[config.mk]
export PLATFORM = sky130hd
export DESIGN_NAME = button_press_classifier_flat
export DESIGN_NICKNAME = d
export VERILOG_FILES = /design/src/design/bpc_pkg.sv /design/src/design/bpc_if.sv /design/src/design/bpc_core.sv /design/src/design/button_press_classifier.sv /design/src/flat_wrapper.sv
export SDC_FILE = /design/constraint.sdc
export NUM_CORES = 1
export LEC_CHECK = 0
export BUFFER_PORTS_ARGS = -buffer_cell sky130_fd_sc_hd__buf_4
export CELL_PAD_IN_SITES_DETAIL_PLACEMENT = 1
export CELL_PAD_IN_SITES_GLOBAL_PLACEMENT = 1
export CORE_UTILIZATION = 40
export CTS_CLUSTER_DIAMETER = 50
export DETAILED_ROUTE_END_ITERATION = 10
export GPL_ROUTABILITY_DRIVEN = 0
export PLACE_DENSITY_LB_ADDON = 0.1
export SYNTH_ARGS = -nofsm -noshare
export SYNTH_HDL_FRONTEND = slang
export SYNTH_SLANG_ARGS = --single-unit
[constraint.sdc]
create_clock -name clock -period 5.1 [get_ports clock]
set_input_delay 0.255 -clock clock [delete_from_list [all_inputs] [get_ports clock]]
set_output_delay 0.255 -clock clock [all_outputs]
set_load 0.1 [all_outputs]
[src/design/bpc_pkg.sv]
// bpc_pkg: shared types and constants for the button press classifier
// no dependencies; used by the interfaces, bpc_core and the top level
`timescale 1ns / 1ps
`default_nettype none

package bpc_pkg;

   localparam int unsigned CountWidth = 8;
   localparam int unsigned CodeWidth  = 2;

   localparam logic [CountWidth-1:0] CountMax   = {CountWidth{1'b1}};
   localparam logic [CountWidth-1:0] LimitReset = CountWidth'(10);

   // reported event codes on the result channel
   typedef enum logic [CodeWidth-1:0] {
      CODE_SHORT = 2'd0,
      CODE_LONG  = 2'd1,
      CODE_HOLD  = 2'd2
   } code_type;

   // record of the last reported event
   typedef enum logic [1:0] {
      REC_NONE  = 2'd0,
      REC_SHORT = 2'd1,
      REC_LONG  = 2'd2,
      REC_HOLD  = 2'd3
   } rec_type;

   typedef struct packed {
      logic [CountWidth-1:0] down_ticks;
      logic [CountWidth-1:0] up_ticks;
      rec_type               last_event;
   } state_type;

   typedef struct packed {
      logic     valid;
      code_type code;
   } event_type;

endpackage

`default_nettype wire

[src/design/bpc_if.sv]
// bpc_req_if and bpc_rsp_if: valid/ready channels of the classifier
// depends on bpc_pkg for the payload widths
`timescale 1ns / 1ps
`default_nettype none

interface bpc_req_if;
   logic valid;
   logic ready;
   logic pressed;

   modport source (output valid, output pressed, input ready);
   modport sink   (input valid, input pressed, output ready);
endinterface

interface bpc_rsp_if;
   logic                            valid;
   logic                            ready;
   logic [bpc_pkg::CodeWidth-1:0]   event_code;

   modport source (output valid, output event_code, input ready);
   modport sink   (input valid, input event_code, output ready);
endinterface

`default_nettype wire

[src/design/bpc_core.sv]
// bpc_core: next-state and event logic for one sampled button level
// depends on bpc_pkg for the state and event types
`timescale 1ns / 1ps
`default_nettype none

module bpc_core (
   input  var bpc_pkg::state_type                  state,
   input  var logic                                pressed,
   input  var logic [bpc_pkg::CountWidth-1:0]      press_limit,
   output bpc_pkg::state_type                      state_next,
   output bpc_pkg::event_type                      evt
);

   logic [bpc_pkg::CountWidth-1:0] down_inc;
   logic [bpc_pkg::CountWidth-1:0] up_inc;
   bpc_pkg::rec_type               rec;

   always_comb begin
      down_inc = (state.down_ticks == bpc_pkg::CountMax) ? bpc_pkg::CountMax
                                                         : state.down_ticks + 1'b1;
      up_inc   = (state.up_ticks == bpc_pkg::CountMax) ? bpc_pkg::CountMax
                                                       : state.up_ticks + 1'b1;
      rec        = state.last_event;
      evt.valid  = 1'b0;
      evt.code   = bpc_pkg::CODE_SHORT;
      state_next = state;

      if (pressed) begin
         state_next.down_ticks = down_inc;
         state_next.up_ticks   = '0;
         if (down_inc > press_limit) begin
            priority if (state.last_event == bpc_pkg::REC_NONE) begin
               rec       = bpc_pkg::REC_LONG;
               evt.valid = 1'b1;
               evt.code  = bpc_pkg::CODE_LONG;
            end else if (state.last_event == bpc_pkg::REC_SHORT ||
                         state.last_event == bpc_pkg::REC_HOLD) begin
               rec       = bpc_pkg::REC_HOLD;
               evt.valid = 1'b1;
               evt.code  = bpc_pkg::CODE_HOLD;
            end else begin
               rec = state.last_event;
            end
         end
      end else begin
         state_next.up_ticks   = up_inc;
         state_next.down_ticks = '0;
         priority if (state.down_ticks != '0 && state.down_ticks < press_limit) begin
            rec       = bpc_pkg::REC_SHORT;
            evt.valid = 1'b1;
            evt.code  = bpc_pkg::CODE_SHORT;
         end else if (state.last_event == bpc_pkg::REC_LONG ||
                      state.last_event == bpc_pkg::REC_HOLD) begin
            rec = bpc_pkg::REC_NONE;
         end else begin
            rec = state.last_event;
         end
      end

      // long release clears the record
      if (state_next.up_ticks > press_limit) begin
         rec = bpc_pkg::REC_NONE;
      end
      state_next.last_event = rec;
   end

endmodule

`default_nettype wire

[src/design/button_press_classifier.sv]
// button_press_classifier: top level, input register, state and result register
// depends on bpc_pkg, bpc_req_if, bpc_rsp_if and bpc_core
//
//   channel   dir   handshake      payload
//   req_chan  in    valid/ready    pressed     (1 bit, sampled button level)
//   rsp_chan  out   valid/ready    event_code  (2 bits: short, long, hold)
//   csr       in    csr_wr_en      csr_wr_data (8 bits, press_limit)
//
// one item a cycle sustained while the result is not stalled; each item is held in
// the input register and its event, if any, in the result register shown on rsp_chan
// the counters and record update as the item leaves the input register, so the
// next item always sees the state its predecessor left
// an item with no event produces no result and only occupies the input stage
// reset (synchronous) clears counters, record, valids and sets press_limit to 10
// a stalled result holds a full input stage; req_chan.ready then follows rsp_chan.ready
`timescale 1ns / 1ps
`default_nettype none

module button_press_classifier (
   input  var logic                              clock,
   input  var logic                              reset,
   bpc_req_if.sink                               req_chan,
   bpc_rsp_if.source                             rsp_chan,
   input  var logic                              csr_wr_en,
   input  var logic [bpc_pkg::CountWidth-1:0]    csr_wr_data
);

   // configuration
   logic [bpc_pkg::CountWidth-1:0] limit_ff;

   // input stage
   logic s1_valid_ff, s1_valid_in;
   logic s1_pressed_ff;

   // classifier state
   bpc_pkg::state_type state_ff, state_in;
   bpc_pkg::event_type evt;

   // result stage
   logic              rsp_valid_ff, rsp_valid_in;
   bpc_pkg::code_type rsp_code_ff;

   logic advance;    // input stage may move on into the result stage
   logic req_take;

   assign advance        = !rsp_valid_ff || rsp_chan.ready;
   assign req_chan.ready = !s1_valid_ff || advance;
   assign req_take       = req_chan.valid && req_chan.ready;

   bpc_core u_core (
      .state       (state_ff),
      .pressed     (s1_pressed_ff),
      .press_limit (limit_ff),
      .state_next  (state_in),
      .evt         (evt)
   );

   always_comb begin
      if (req_take) begin
         s1_valid_in = 1'b1;
      end else if (advance) begin
         s1_valid_in = 1'b0;
      end else begin
         s1_valid_in = s1_valid_ff;
      end
      rsp_valid_in = advance ? (s1_valid_ff && evt.valid) : rsp_valid_ff;
   end

   always_ff @(posedge clock) begin
      if (reset) begin
         limit_ff     <= bpc_pkg::LimitReset;
         s1_valid_ff  <= 1'b0;
         rsp_valid_ff <= 1'b0;
         state_ff     <= '{down_ticks: '0, up_ticks: '0, last_event: bpc_pkg::REC_NONE};
      end else begin
         s1_valid_ff  <= s1_valid_in;
         rsp_valid_ff <= rsp_valid_in;
         if (csr_wr_en) begin
            limit_ff <= csr_wr_data;
         end
         // state moves only with an item leaving the input stage
         if (advance && s1_valid_ff) begin
            state_ff <= state_in;
         end
      end
   end

   // payload registers, no reset
   always_ff @(posedge clock) begin
      if (req_take) begin
         s1_pressed_ff <= req_chan.pressed;
      end
      if (advance && s1_valid_ff && evt.valid) begin
         rsp_code_ff <= evt.code;
      end
   end

   assign rsp_chan.valid      = rsp_valid_ff;
   assign rsp_chan.event_code = rsp_code_ff;

   // state is frozen while no item leaves the input stage
   a_state_hold: assert property (@(posedge clock) disable iff (reset)
      !(advance && s1_valid_ff) |=> $stable(state_ff))
      else $error("classifier state changed without an item");

   // the two run counters are never both running
   a_counts_exclusive: assert property (@(posedge clock) disable iff (reset)
      state_ff.down_ticks == '0 || state_ff.up_ticks == '0)
      else $error("down and up counts both non-zero");

   // a reported hold leaves a hold on record
   a_hold_recorded: assert property (@(posedge clock) disable iff (reset)
      advance && s1_valid_ff && evt.valid && evt.code == bpc_pkg::CODE_HOLD
      |=> state_ff.last_event == bpc_pkg::REC_HOLD)
      else $error("hold reported but not recorded");

   // a stalled result with a full input stage blocks new items
   a_stall_blocks: assert property (@(posedge clock) disable iff (reset)
      rsp_valid_ff && !rsp_chan.ready && s1_valid_ff |-> !req_chan.ready)
      else $error("item accepted into a blocked input stage");

   // an item with an event reaches the result stage the next cycle
   a_result_follows: assert property (@(posedge clock) disable iff (reset)
      advance && s1_valid_ff && evt.valid |=> rsp_valid_ff)
      else $error("event lost on the way to the result stage");

endmodule

`default_nettype wire

[src/flat_wrapper.sv]
// flat-port wrapper written by rule: the top's interface ports become plain ports
module button_press_classifier_flat 
  (clock, reset, csr_wr_en, csr_wr_data, req_chan_valid, req_chan_pressed, req_chan_ready, rsp_chan_valid, rsp_chan_event_code, rsp_chan_ready);
  bpc_req_if req_chan_i ();
  bpc_rsp_if rsp_chan_i ();
  input  var logic clock;
  input  var logic reset;
  input  var logic csr_wr_en;
  input  var logic [bpc_pkg::CountWidth-1:0] csr_wr_data;
  input wire logic [$bits(req_chan_i.valid)-1:0] req_chan_valid;
  input wire logic [$bits(req_chan_i.pressed)-1:0] req_chan_pressed;
  output wire logic [$bits(req_chan_i.ready)-1:0] req_chan_ready;
  output wire logic [$bits(rsp_chan_i.valid)-1:0] rsp_chan_valid;
  output wire logic [$bits(rsp_chan_i.event_code)-1:0] rsp_chan_event_code;
  input wire logic [$bits(rsp_chan_i.ready)-1:0] rsp_chan_ready;
  assign req_chan_i.valid = req_chan_valid;
  assign req_chan_i.pressed = req_chan_pressed;
  assign req_chan_ready = req_chan_i.ready;
  assign rsp_chan_valid = rsp_chan_i.valid;
  assign rsp_chan_event_code = rsp_chan_i.event_code;
  assign rsp_chan_i.ready = rsp_chan_ready;
  button_press_classifier u_core (.clock(clock), .reset(reset), .req_chan(req_chan_i), .rsp_chan(rsp_chan_i), .csr_wr_en(csr_wr_en), .csr_wr_data(csr_wr_data));
endmodule
==> impl_metrics.ini <==
[detailed_routing]
route.detailed.drc = 0
ant_nets = 0
via_per_inst = 5.41
dr.pass1.iters = 4
vias = 1857
wl_per_cell_um = 16.4
wirelength_mm = 5.64
first_iter_violations = 67

[clocking]
cts_made_buffers = 5
cts_sinks = 31
clk_pin_slew_worst_paths_ps = 70
root_buffer = clkbuf_8
clock_latency_ps = 290
ctsLongestPathBuffers = 2
hold_buffers = 0
cts_tree = built
cts_htree_levels = 2
cts_setup_buffers = 0
cts_resized = 0

[critical_path]
r2r_end = u_core.rsp_chan.event_code[1]
crit_path_top_delay_cell = dfxtp_1
endpoint = u_core.rsp_chan.event_code[1]
ff2ff_setup_slack_ps = 1980
crit_buf_inv = 0
crit-reg2reg-launch = u_core.state_ff[10]
critPathArrivalTime_ps = 3110
endpoint_kind = flop
path_max_fanout = 11
required_ps = 5090
slowest_delay_ps = 360
path_depth = 11
crit_chain = ha_1, and3_4, and3_1, nand3_2, or2b_1, ha_1, nor2b_1, o211ai_1, a21o_1, o211ai_1, and3_1
crit_path_start = u_core.state_ff[10]
crit_path_start_kind = flop
cp_top_family = simple AND/OR/NAND/NOR gates
r2r_cells = 11
crit_type = reg2reg

[cells_and_area]
stdcell_area_um2 = 2380
drive_gt1_share_pct = 12.8
syn_to_final_growth_pct = 12.5
nets = 312
final_core_utilization_pct = 46.7
nFillCells = 635
stdcell_count = 343
diodes = 0

[yosys]
ys_types = 46
syn-instance-count = 260
synth_xor_area_share_pct = 3.31
syn_area_um2 = 2120
ys_ff_latch = 31
async_flop_share_pct = 0
synthMuxAreaShare_pct = 3.36
yosys.area_share.simple_pct = 24.4
synthTopCellsByArea = dfxtp_1 26%, ha_1 15%, a21oi_1 8.3%
synth_top_family_by_area = simple AND/OR/NAND/NOR gates
synth_compound_area_share_pct = 17.6
yosys.area.top_type_share_pct = 26.4
synth-adder-area-share_pct = 15.3
synthFlopType = dfxtp_1
synth_area_leader_cell = dfxtp_1
seq_area_frac_synth_pct = 30.7
synth_edf_count = 3
postSynthAreaPerCell_um2 = 8.15
yosysWarnings = 0
syn-num-nets = 300

[floorplanning]
die-area_um2 = 5590
die_height_um = 74.8
boundaryPins = 18
start_util_pct = 41.5
core_area_um2 = 5110
row_count = 26
die_w_um = 74.8

[global_route]
antenna_found_initial = 0
grt_pass1_vias = 1830
grt_pass1_wl_mm = 9.29
gr-total-overflow = 0
grt_use_total_pct = 22.5
grt_max_degree = 28

[pwr]
power_frac_comb_pct = 11.5
power_uw = 574
clkPwrFrac_pct = 43.2
power.switching_uw = 150
p_int_uw = 423
p_seq_share_pct = 45.3
irDropWorstVdd_mv = 0.132
swShare_pct = 26.2
powerDensity_nw_per_um2 = 241
power.leakage_nw = 1.01

[placed_design]
numPortBuffers = 17
dp_slack_ps = 2030
dp.cells = 335
dp_hpwl_mm = 4.06
placed_area_um2 = 2270

[timing]
max_slew_margin_pct = 40.2
timing.final.crit_share_pct = 61.2
rsz0062_at_grt = false
hold_ws_ps = 138
fin_crit_ps = 3120
timing.final.setup_violations = 0
setup_tns_ps = 0
tightest_slew_ps = 894
clock_skew_ps = 11.8
slew_viol_final = 0
postLayoutSetupSlackWorst_ps = 1980
hold_viol_final = 0
fmax_ghz = 0.321

[job]
drv_cap = 0

[worst_hold_path]
hold_class = in2reg
whs_path_depth = 1

[run_status]
status = complete, no violations
[kinds of logic (layout without fill, tap and decap cells)]
logic type	count (synthesis)	after routing
AOI/OAI and AO/OA	62	62
xor gates and xnor gates	8	8
adders and majority gates	26	26
buffers and inverters	25	38
DFF	31	31
muxes	7	7
and+or+nand+nor	101	101
[metal layers]
| metal | vias up | share of wire, % | GRT usage (%) | wire length [µm] |
|---|---|---|---|---|
| met2 | 22 | 47 | 37.7 | 2630 |
| met4 | 0 | 1.5 | 6.50 | 82 |
| met3 | 7 | 2.0 | 3.88 | 113 |
| met1 | 876 | 50 | 29.7 | 2810 |
| met5 | - | 0 | 0 | 0 |
| li1 | 952 | - | - | - |
[power groups by stage]
stage	clock network, mW	logic [mW]	registers (mW)
after floorplan	0	0.0438	0.264
after global placement	0	0.0647	0.265
after detailed placement	0	0.0661	0.266
after CTS	0.256	0.0669	0.260
after global routing	0.264	0.0743	0.261
final	0.248	0.0662	0.260
[cells in the final DEF (no fill, tap or decap), types with 2 or more instances in the layout]
master    instances
xnor2_1           7
inv_1            13
and2_1            2
nand3b_1          2
a21oi_1          35
o21ai_0           4
nand2b_1          3
o211ai_1          6
nor2b_1           2
mux2i_1           6
a31oi_1           2
and3_1            8
o21a_1            2
nor2_1           15
a21oi_2           2
nand4_1           5
ha_1             26
clkbuf_8          5
a21o_1            3
buf_4            17
nor3_1            7
nand2_1          32
edfxtp_1          3
dfxtp_1          28
a211oi_1          2
nand3_1          14
nor3_2            2
[worst register-to-register path, stage by stage, from the launching register on]
cell	delay, ps
dfxtp_1	360
ha_1	270
and3_4	210
and3_1	250
nand3_2	230
or2b_1	280
ha_1	300
nor2b_1	130
o211ai_1	90
a21o_1	190
o211ai_1	270
and3_1	250
[cell type report]
| type | instances | area [µm²] | share of cell area (%) |
|---|---|---|---|
| Timing Repair Buffer | 17 | 128 | 5.35 |
| Clock buffer | 5 | 68.8 | 2.89 |
| Sequential cell | 31 | 651 | 27.3 |
| Inverter | 13 | 48.8 | 2.05 |
| Clock inverter | 3 | 43.8 | 1.84 |
| Tap cell | 70 | 87.6 | 3.67 |
| Multi-Input combinational cell | 204 | 1360 | 56.9 |
[flip-flops by register name (all words and copies together) (netlist names)]
| name | flops |
|---|---|
| u_core.s1_valid_ff | 1 |
| u_core.rsp_chan.valid | 1 |
| u_core.limit_ff | 8 |
| u_core.state_ff | 18 |
| u_core.rsp_chan.event_code | 2 |
| u_core.s1_pressed_ff | 1 |
[Yosys cell counts, types with 2 or more instances]
library cell / count
a21oi_2: 2
edfxtp_1: 3
nand3b_1: 2
buf_2: 2
a21oi_1: 35
buf_1: 2
o21ai_0: 4
o211ai_1: 6
inv_1: 13
a31oi_1: 2
nand3_1: 14
nor3_2: 2
nand4_1: 5
xnor2_1: 7
dfxtp_1: 28
a211oi_1: 2
buf_6: 2
and2_1: 2
nor2b_1: 2
ha_1: 26
a21o_1: 3
nor3_1: 7
clkbuf_1: 6
o21a_1: 2
nand2_1: 32
mux2i_1: 6
nand2b_1: 3
and3_1: 8
nor2_1: 15
[worst min path at each step]
stage | endpoint | startpoint
floorplan | u_core.s1_pressed_ff | req_chan_pressed
global placement | u_core.s1_pressed_ff | req_chan_pressed
detailed placement | u_core.s1_pressed_ff | req_chan_pressed
CTS | u_core.s1_pressed_ff | req_chan_pressed
global route | u_core.s1_pressed_ff | req_chan_pressed
finish | u_core.s1_pressed_ff | req_chan_pressed
(Power assumes the default switching activity.)
